**config.mk**
```make
export PLATFORM = sky130hd
export DESIGN_NAME = ntfs_runlist_decoder_top
export DESIGN_NICKNAME = d
export VERILOG_FILES = /design/src/rtl/ntfsrl_pkg.sv /design/src/rtl/ntfs_runlist_decoder_top.sv /design/src/rtl/ntfsrl_core.sv
export VERILOG_INCLUDE_DIRS = /design/src /design/src/rtl
export SDC_FILE = /design/constraint.sdc
export NUM_CORES = 1
export LEC_CHECK = 0
export BUFFER_PORTS_ARGS = -buffer_cell sky130_fd_sc_hd__buf_4
export CORE_ASPECT_RATIO = 0.75
export CORE_UTILIZATION = 35
export CTS_BUF_LIST = sky130_fd_sc_hd__clkbuf_4 sky130_fd_sc_hd__clkbuf_8
export DETAILED_ROUTE_END_ITERATION = 7
export HOLD_SLACK_MARGIN = 0.08
export PLACE_DENSITY_LB_ADDON = 0.3
export SLEW_MARGIN = 10
export SYNTH_ARGS = -nofsm -noshare
export SYNTH_HDL_FRONTEND = slang
export SYNTH_SLANG_ARGS = --single-unit
export TNS_END_PERCENT = 20
```
**constraint.sdc**
```tcl
create_clock -name aclk -period 13.4 [get_ports aclk]
set_input_delay 1.34 -clock aclk [delete_from_list [all_inputs] [get_ports aclk]]
set_output_delay 1.34 -clock aclk [all_outputs]
set_load 0.05 [all_outputs]
```
**src/rtl/ntfs_runlist_decoder_top_assert.svh**
```systemverilog
// Assertion macros for the runlist decoder.
`ifndef NTFS_RUNLIST_DECODER_TOP_ASSERT_SVH
`define NTFS_RUNLIST_DECODER_TOP_ASSERT_SVH

`ifndef SYNTH

`define NTFSRL_ASSERT(lbl, clk, rst_n, prop) \
    lbl: assert property (@(posedge clk) disable iff (!rst_n) prop) \
        else $error("ntfsrl assertion failed");

`define NTFSRL_ASSERT_RST(lbl, clk, prop) \
    lbl: assert property (@(posedge clk) prop) \
        else $error("ntfsrl reset assertion failed");

`else

`define NTFSRL_ASSERT(lbl, clk, rst_n, prop)

`define NTFSRL_ASSERT_RST(lbl, clk, prop)

`endif

`endif

```
**src/rtl/ntfsrl_pkg.sv**
```systemverilog
package ntfsrl_pkg;

    typedef enum logic [3:0] {
        PH_HALTED = 4'b0001,
        PH_HEADER = 4'b0010,
        PH_LENGTH = 4'b0100,
        PH_OFFSET = 4'b1000
    } phase_t;

    localparam logic [1:0] ST_RUN     = 2'd0;
    localparam logic [1:0] ST_END_OK  = 2'd1;
    localparam logic [1:0] ST_BAD_RUN = 2'd2;
    localparam logic [1:0] ST_EMPTY   = 2'd3;

    typedef struct packed {
        logic        valid;
        logic [1:0]  status;
        logic [62:0] cluster;
        logic [62:0] run_length;
        logic        last;
    } res_t;

endpackage

```
**src/rtl/ntfs_runlist_decoder_top.sv**
```systemverilog
// Channel  Ports                                              Dir   Beat
// s_       s_valid s_ready s_data_byte s_first                in    one runlist byte
// m_       m_valid m_ready m_status m_cluster m_run_length    out   one result
//          m_last
// One byte per clock while s_ready is high; a result appears in m_ the cycle after its byte is taken.
// Header, field and cluster-add logic all sit between the parser state and the output register.
// s_ready is low during reset and while a result is held with m_ready low.
// aresetn is synchronous, active low; after reset bytes are ignored until one with s_first.
`include "ntfs_runlist_decoder_top_assert.svh"

module ntfs_runlist_decoder_top
    import ntfsrl_pkg::*;
#(
    parameter int unsigned MAX_FIELD_BYTES = 8
) (
    input  logic        aclk,
    input  logic        aresetn,
    input  logic        s_valid,
    output logic        s_ready,
    input  logic [7:0]  s_data_byte,
    input  logic        s_first,
    output logic        m_valid,
    input  logic        m_ready,
    output logic [1:0]  m_status,
    output logic [62:0] m_cluster,
    output logic [62:0] m_run_length,
    output logic        m_last
);

    res_t        res;
    logic        accept;
    logic        m_valid_reg, m_valid_next;
    logic [1:0]  m_status_reg;
    logic [62:0] m_cluster_reg;
    logic [62:0] m_run_length_reg;
    logic        m_last_reg;
    logic        run_beat;
    logic        end_beat;

    assign s_ready = aresetn && (!m_valid_reg || m_ready);
    assign accept  = s_valid && s_ready;

    ntfsrl_core #(
        .MAX_FIELD_BYTES(MAX_FIELD_BYTES)
    ) u_core (
        .aclk     (aclk),
        .aresetn  (aresetn),
        .en       (accept),
        .data_byte(s_data_byte),
        .first    (s_first),
        .res      (res)
    );

    always_comb begin
        m_valid_next = m_valid_reg && !m_ready;
        if (accept) begin
            m_valid_next = res.valid;
        end
    end

    always_ff @(posedge aclk) begin
        if (!aresetn) begin
            m_valid_reg <= 1'b0;
        end else begin
            m_valid_reg <= m_valid_next;
        end
    end

    always_ff @(posedge aclk) begin
        if (accept && res.valid) begin
            m_status_reg     <= res.status;
            m_cluster_reg    <= res.cluster;
            m_run_length_reg <= res.run_length;
            m_last_reg       <= res.last;
        end
    end

    assign m_valid      = m_valid_reg;
    assign m_status     = m_status_reg;
    assign m_cluster    = m_cluster_reg;
    assign m_run_length = m_run_length_reg;
    assign m_last       = m_last_reg;

    assign run_beat = m_valid && m_status == ST_RUN;
    assign end_beat = m_valid && m_status != ST_RUN;

    `NTFSRL_ASSERT(a_run_beat, aclk, aresetn, run_beat |-> (!m_last && m_run_length != 63'd0))
    `NTFSRL_ASSERT(a_end_beat, aclk, aresetn, end_beat |-> (m_last && ~|m_cluster && ~|m_run_length))
    `NTFSRL_ASSERT(a_no_phantom, aclk, aresetn, (!m_valid && !accept) |=> !m_valid)
    `NTFSRL_ASSERT_RST(a_reset_idle, aclk, !aresetn |=> !m_valid)

endmodule

```
**src/rtl/ntfsrl_core.sv**
```systemverilog
module ntfsrl_core
    import ntfsrl_pkg::*;
#(
    parameter int unsigned MAX_FIELD_BYTES = 8
) (
    input  logic       aclk,
    input  logic       aresetn,
    input  logic       en,
    input  logic [7:0] data_byte,
    input  logic       first,
    output res_t       res
);

    phase_t      phase_reg, phase_next;
    logic [3:0]  length_size_reg, length_size_next;
    logic [3:0]  offset_size_reg, offset_size_next;
    logic [3:0]  bytes_left_reg, bytes_left_next;
    logic [63:0] length_accum_reg, length_accum_next;
    logic [63:0] delta_accum_reg, delta_accum_next;
    logic [63:0] running_cluster_reg, running_cluster_next;
    logic        run_seen_reg, run_seen_next;

    function automatic logic size_ok(input logic [3:0] size);
        return (size != 4'd0) && (32'(size) <= MAX_FIELD_BYTES);
    endfunction

    function automatic logic [63:0] take_byte(input logic [63:0] acc, input logic [3:0] size,
                                              input logic [3:0] left, input logic [7:0] b);
        logic [3:0] idx;
        idx = size - left;
        if (!size_ok(size) || left == 4'd0 || left > size) begin
            return acc;
        end
        return acc | ({56'd0, b} << {idx[2:0], 3'b000});
    endfunction

    function automatic logic [63:0] finish_field(input logic [63:0] acc, input logic [3:0] size);
        logic        sign;
        logic [63:0] r;
        if (!size_ok(size)) begin
            return 64'd0;
        end
        if (size >= 4'd8) begin
            return acc;
        end
        case (size[2:0])
            3'd1:    sign = acc[7];
            3'd2:    sign = acc[15];
            3'd3:    sign = acc[23];
            3'd4:    sign = acc[31];
            3'd5:    sign = acc[39];
            3'd6:    sign = acc[47];
            3'd7:    sign = acc[55];
            default: sign = 1'b0;
        endcase
        for (int i = 0; i < 8; i++) begin
            r[8*i +: 8] = (i >= int'(size)) ? {8{sign}} : acc[8*i +: 8];
        end
        return r;
    endfunction

    phase_t      eff_phase;
    logic [63:0] eff_cluster;
    logic        eff_seen;
    logic [3:0]  bl_dec;
    logic [63:0] acc_tmp;
    logic        fin;
    logic [63:0] fin_len;
    logic [63:0] fin_delta;
    logic [63:0] rc_sum;

    always_comb begin
        eff_phase   = first ? PH_HEADER : phase_reg;
        eff_cluster = first ? 64'd0 : running_cluster_reg;
        eff_seen    = first ? 1'b0 : run_seen_reg;

        phase_next           = eff_phase;
        length_size_next     = length_size_reg;
        offset_size_next     = offset_size_reg;
        bytes_left_next      = bytes_left_reg;
        length_accum_next    = length_accum_reg;
        delta_accum_next     = delta_accum_reg;
        running_cluster_next = eff_cluster;
        run_seen_next        = eff_seen;

        res       = '0;
        fin       = 1'b0;
        fin_len   = length_accum_reg;
        fin_delta = delta_accum_reg;
        bl_dec    = bytes_left_reg - 4'd1;
        acc_tmp   = 64'd0;

        unique case (eff_phase)
            PH_HEADER: begin
                if (data_byte == 8'd0) begin
                    phase_next = PH_HALTED;
                    res.valid  = 1'b1;
                    res.status = eff_seen ? ST_END_OK : ST_EMPTY;
                    res.last   = 1'b1;
                end else begin
                    length_size_next  = data_byte[7:4];
                    offset_size_next  = data_byte[3:0];
                    length_accum_next = 64'd0;
                    delta_accum_next  = 64'd0;
                    if (data_byte[7:4] != 4'd0) begin
                        phase_next      = PH_LENGTH;
                        bytes_left_next = data_byte[7:4];
                    end else if (data_byte[3:0] != 4'd0) begin
                        phase_next      = PH_OFFSET;
                        bytes_left_next = data_byte[3:0];
                    end else begin
                        fin       = 1'b1;
                        fin_len   = 64'd0;
                        fin_delta = 64'd0;
                    end
                end
            end
            PH_LENGTH: begin
                acc_tmp = take_byte(length_accum_reg, length_size_reg, bytes_left_reg,
                                    data_byte);
                bytes_left_next   = bl_dec;
                length_accum_next = acc_tmp;
                if (bl_dec == 4'd0) begin
                    length_accum_next = finish_field(acc_tmp, length_size_reg);
                    if (offset_size_reg != 4'd0) begin
                        phase_next      = PH_OFFSET;
                        bytes_left_next = offset_size_reg;
                    end else begin
                        fin     = 1'b1;
                        fin_len = length_accum_next;
                    end
                end
            end
            PH_OFFSET: begin
                acc_tmp = take_byte(delta_accum_reg, offset_size_reg, bytes_left_reg,
                                    data_byte);
                bytes_left_next  = bl_dec;
                delta_accum_next = acc_tmp;
                if (bl_dec == 4'd0) begin
                    delta_accum_next = finish_field(acc_tmp, offset_size_reg);
                    fin       = 1'b1;
                    fin_delta = delta_accum_next;
                end
            end
            default: begin
            end
        endcase

        rc_sum = eff_cluster + fin_delta;
        if (fin) begin
            running_cluster_next = rc_sum;
            res.valid = 1'b1;
            if (fin_len == 64'd0 || fin_len[63] || rc_sum[63]) begin
                phase_next = PH_HALTED;
                res.status = ST_BAD_RUN;
                res.last   = 1'b1;
            end else begin
                phase_next     = PH_HEADER;
                run_seen_next  = 1'b1;
                res.status     = ST_RUN;
                res.cluster    = rc_sum[62:0];
                res.run_length = fin_len[62:0];
            end
        end
    end

    always_ff @(posedge aclk) begin
        if (!aresetn) begin
            phase_reg    <= PH_HALTED;
            run_seen_reg <= 1'b0;
        end else if (en) begin
            phase_reg    <= phase_next;
            run_seen_reg <= run_seen_next;
        end
    end

    always_ff @(posedge aclk) begin
        if (en) begin
            length_size_reg     <= length_size_next;
            offset_size_reg     <= offset_size_next;
            bytes_left_reg      <= bytes_left_next;
            length_accum_reg    <= length_accum_next;
            delta_accum_reg     <= delta_accum_next;
            running_cluster_reg <= running_cluster_next;
        end
    end

endmodule
```
* Yosys cells after proc, flatten, opt, wreduce, memory -nomap -nowiden
Cells that the tools add are included.
Widths: inputs -> output; s select.
** Word-level totals
- Bits in read-only memories :: 0
- Output and inout port bits :: 131
- Bits of input ports :: 13
- Register bits :: 339
- Memories kept :: 0
- Bits in writable memories :: 0
- Bits in latches :: 0
** Cells by class
- Reduce and logical (&&, ||, !) cells :: 33
- Add/sub/neg operators :: 4
- Bitwise logic cells :: 4
- Shifts and indexed selects :: 2
- Order comparisons :: 22
- Equality and inequality tests :: 19
- Div/mod/pow operators :: 0
- Multiply operators :: 0
- Multiplexer cells :: 101
** Operator list (number)
- $mux 64 :: 26
- $pmux 64 s2 :: 4
- $mux 130 :: 1
- $mux 8 :: 16
- $or 64x64->64 :: 2
- $shl 8x6->64 :: 2
- $mux 126 :: 1
- $add 64x64->64 :: 1
- $logic_not 64->1 :: 1
- $mux 4 :: 12
- $ge 3x4->1 const A :: 8
- $mux 1 :: 31
- $eq 3x3->1 const B :: 8
- $ge 1x4->1 const A :: 4
- $ge 2x4->1 const A :: 4
- $reduce_bool 4->1 :: 4
- $pmux 1 s7 :: 2
- $eq 3x2->1 const B :: 4
- $pmux 4 s3 :: 1
- $reduce_and 3->1 :: 3
- $ge 4x4->1 const B :: 2
- $gt 4x4->1 :: 2
- $le 4x4->1 const B :: 2
- $logic_not 4->1 :: 2
- other kinds (21) :: 42

* Longest topological paths before layout
- Word-level depth :: 21
- Gate-level depth with buffers :: 32
- Depth with buffers taken out :: 28

* Modules after synthesis
From an unflattened synthesis, not the netlist that was laid out.
** Unflattened totals
- Cells, all modules :: 2283
- Area total of the unflattened synthesis :: 21227.9 um^2
** Modules (own cells, without submodules)
- ntfsrl_core :: times used 1, cells an instance 2147, area an instance 17282.8 um^2
- ntfs_runlist_decoder_top :: times used 1, cells an instance 136, area an instance 3945.0 um^2

* Worst setup path after synthesis
No wires, ideal clock.
- Path kind :: input to register
- From :: in s_first
- To :: reg m_cluster_reg[0] (netlist: m_cluster[0]) (enable)
- Setup slack :: 3.471 ns
- Stages on the path :: 10
- Required time :: 12.739 ns
- Arrival time :: 9.268 ns
- Cell sequence :: nand2b_1 -> or2_2 -> clkbuf_1 -> nor3_2 -> buf_2 -> buf_2 -> buf_2 -> nor2_1 -> clkbuf_1 -> a21oi_1
** Between the ends
- Longest elaborated chain between the ends :: 5
- Elaborated cells between the ends (all ways) :: 8
** RTL lines
- start: declaration :: line ntfs_runlist_decoder_top.sv:21 : input logic s_first,
- $mux 4 * :: line ntfsrl_core.sv:73 : eff_phase = first ? PH_HEADER : phase_reg;
- $eq 4x4->1, or another cell as far along :: line ntfsrl_core.sv:93 : unique case (eff_phase)
- $pmux 1 s3 or $mux 3 (tied branches) :: line ntfsrl_core.sv:93
- $mux 130 * :: line ntfsrl_core.sv:150 : if (fin) begin
- $logic_and 1x1->1 * :: line ntfs_runlist_decoder_top.sv:70 : if (accept && res.valid) begin
- end signal: assignment :: line ntfs_runlist_decoder_top.sv:72 : m_cluster_reg <= res.cluster;
- end: declaration :: line ntfs_runlist_decoder_top.sv:34 : logic [62:0] m_cluster_reg;
Every way passes the cells marked *; elsewhere a longest branch is shown, timed or not.
A chain may end at the register's enable or synchronous reset.

* Worst setup path after layout
- From :: reg u_core.offset_size_reg[0]
- To :: reg m_run_length_reg[42] (netlist: m_run_length[42]) (data pin)
** Between the ends
- Longest elaborated chain between the ends :: 17
- Elaborated cells between the ends (all ways) :: 62
** RTL lines
- start: declaration :: line ntfsrl_core.sv:16 : logic [3:0] offset_size_reg, offset_size_next;
- start signal: assignment :: line ntfsrl_core.sv:180 : offset_size_reg <= offset_size_next;
- branches (longest 17 deep; another with $add 64x64->64)
- end signal: assignment :: line ntfs_runlist_decoder_top.sv:73 : m_run_length_reg <= res.run_length;
- end: declaration :: line ntfs_runlist_decoder_top.sv:35 : logic [62:0] m_run_length_reg;
Parallel ways; which one is timed is not known. The select of a mux whose other input is x is not followed.

==> results by group <==
Status
  – Status: finished, final reports clean

Logic synthesis
  – Mean Syn Cell Area: 9.34 µm²
  – FF+latch count, synth: 339
  – Yosys cell types: 82
  – Synthesis warning total: 0
  – Gate count after technology mapping: 2261
  – Post-Synthesis Net Count: 2354
  – Post-synthesis instance area: 21100 µm²
  – Post-synth EDFFs: 333
  – Portion of the post-synthesis area used by sequential elements: 47.9%
  – Top flip-flop cell by instance count after synthesis: sky130_fd_sc_hd__edfxtp_1
  – Proportion of register bits with asynchronous set or reset after synthesis: 0%

Power and ir drop
  – Clock network fraction of design power: 42.2%
  – P_int: 1860 µW
  – Switching Fraction: 25.7%
  – Power spent charging and discharging nets: 645 µW
  – Portion of total power attributed to sequential cells: 47.5%
  – Share of power burned in combinational logic: 10.2%
  – Largest vdd supply drop: 0.0000571 V
  – Leakage Power: 0.00902 µW
  – Power Density: 103 nW/µm²
  – Sum of internal, switching and leakage power: 2510 µW

Finish
  – Leading cell type in the layout, fill and taps excluded: sky130_fd_sc_hd__a21oi_1
  – Commonest non-fill, non-tap cells in the layout: sky130_fd_sc_hd__a21oi_1 (349), sky130_fd_sc_hd__edfxtp_1 (333), sky130_fd_sc_hd__nor2_1 (278)
  – Share of post-route cells with drive strength above 1: 12.9%
  – Synthesis-to-layout area growth: 14.7%
  – Fillers: 5856
  – Count of nets after finishing: 2463

CTS
  – Total setup buffers inserted after CTS: 0
  – CTS-repair resized insts: 0
  – Maximum clock insertion buffer count: 3
  – TritonCTS Buffers: 58
  – Clock transition at the registers of the reported paths: 0.06 ns
  – Root buffer cell: sky130_fd_sc_hd__clkbuf_8
  – Worst-Skew Late Latency: 0.67 ns
  – Count of hold buffers inserted by post-cts repair: 0
  – CTS tree: built
  – H-Tree Level Count: 2
  – Sink Count: 339

Critical path
  – Maximum net fanout on the critical path: 96
  – Nature of the critical path endpoint: flop
  – Crit start category: flop
  – Biggest cell delay along the critical path: 0.78 ns
  – Data arrival time at the worst-slack endpoint: 10.13 ns
  – Cell type of the slowest stage on the worst timing path: sky130_fd_sc_hd__nor3_2
  – Kind of critical path: flop to flop
  – Required time of the critical path: 13.87 ns

Flow run
  – Count of max-cap constraint violations: 0

Floorplanning
  – Die footprint: 61400 µm²
  – Initial standard-cell utilization of the core: 35.7%
  – Row cnt: 77
  – DIE HEIGHT: 215 µm
  – I/O pin count: 144
  – Die X: 286 µm
  – CORE AREA: 59300 µm²

STA
  – Setup repair after global routing missed its margin: no
  – Post-route clock skew: 0.0394 ns
  – Final setup vio count: 0
  – Maximum clock frequency: 103 MHz
  – Worst-case headroom to the max-slew limit: 19.8%
  – Ratio of final minimum period to clock period: 72.1%
  – Final hold violations: 0
  – Total negative slack: 0 ns
  – Shortest period the worst path allows: 9.67 ns
  – Max-slew violation count: 0
  – Measured slew at the worst slew-check pin: 1.20 ns

Routing
  – Post-route ant nets: 0
  – Drt total wl: 66500 µm
  – Per-cell routed wire length: 20.7 µm
  – DR vias: 18458
  – Drt via density: 5.75
  – Drt drc: 0
  – DR pass1 iterations: 5
  – DRC violation total after the first TritonRoute iteration: 1771

Min path
  – Worst Hold Class: flop to flop

GRT
  – Total congestion overflow: 0
  – Initial antenna violation count: 1
  – Number of global-route vias before repair: 17417
  – Maximum number of pins on one net before global-route repair: 97
  – First-pass GRT wire length: 102000 µm
  – Tot GR Track Use: 21.1%

Placed design
  – Placer's final routability congestion estimate: 0.931
  – Total of buffers placed on input and output ports: 143
  – HPWL Detailed: 45000 µm
## metal layers
metal | share of wire (%) | global-route usage, %
met1 | 48 | 31.7
met2 | 41 | 29.8
met3 | 8.6 | 4.58
met4 | 2.5 | 6.36
met5 | 0 | 0
## final cells by class
cell class                 instances  area, µm²  area share [%]
clock buffer                      72        910            3.76
clock inverter                    35        365            1.51
tap                              790        988            4.08
antenna                            1       2.50          0.0103
timing repair buffer             167       1250            5.18
multi-input combinational       1764      10400            43.1
inverter                          40        150           0.620
sequential                       339      10100            41.8
## worst max-delay path: cells and delay by family, from the launching register on
family / cells / cell delay (ns)
adder cells (fa/ha/maj): 3 / 1.07
XOR/XNOR: 1 / 0.25
buffers and inverters: 4 / 0.94
AND/OR/NAND/NOR: 11 / 3.34
flip-flops: 1 / 0.72
AO/OA/AOI/OAI: 10 / 3.02
## logic make-up after synthesis
logic type	count (synthesis)	synth area share, %
flip-flops	339	47.9
adder cells (fa/ha/maj)	80	4.84
multiplexers	3	0.154
AND/OR/NAND/NOR	795	17.8
XOR/XNOR	69	2.86
AO/OA/AOI/OAI	817	23.5
buffers and inverters	158	2.99
## cells in the mapped netlist, drive strengths merged, types with 10 or more instances
cell    number  area (µm²)
nand4       10        62.6
nor4        22         165
xnor2       48         420
a21o        71         533
a21bo       12         120
o22ai       11        75.1
a22o        17         149
nor3b       15         124
xor2        21         184
ha          77         963
a21oi      352        1770
o21bai      20         150
buf         23         124
and2        14        87.6
o21ai      168         841
edfxtp     333       10000
nor2       280        1050
a31oi       24         150
inv         40         150
nor3        67         362
nand2b      19         119
clkbuf      95         357
o21a        15         113
nand3       32         160
nor2b       70         438
a211oi      51         383
nand2      211         800
and3        22         143
## power by group through the flow
stage | Combinational, µW | Sequential [µW] | Clock [µW]
5_1_grt | 281 | 1190 | 1130
3_3_place_gp | 248 | 1210 | 0
6_report | 257 | 1190 | 1060
4_1_cts | 252 | 1190 | 1090
2_1_floorplan | 180 | 1210 | 0
3_5_place_dp | 251 | 1210 | 0
## metrics by stage
stage	hold slack, ns	worst slack, ns	area (µm²)	utilization, %	instances
final	0.511	3.73	24200	40.9	3208
after global routing	0.555	3.14	24200	40.9	3208
after CTS	0.504	4.03	24200	40.9	3207
after detailed placement	0.492	4.08	22900	38.7	3100
after global placement	0.496	4.22	22900	38.7	3100
after floorplan	0.467	3.47	21100	-	2261
## path summary, 6_finish.rpt
check,depth (start not counted),slack (ns),start,to
max,29,3.73,u_core.offset_size_reg[0]$_DFFE_PP_,m_run_length[42]$_SDFFCE_PP0P_
min reg2reg,2,0.51,u_core.run_seen_reg$_SDFFE_PN0P_,u_core.run_seen_reg$_SDFFE_PN0P_
min,2,0.51,u_core.run_seen_reg$_SDFFE_PN0P_,u_core.run_seen_reg$_SDFFE_PN0P_
max reg2reg,29,3.73,u_core.offset_size_reg[0]$_DFFE_PP_,m_run_length[42]$_SDFFCE_PP0P_
No activity file was read; power rests on OpenSTA's default activity.
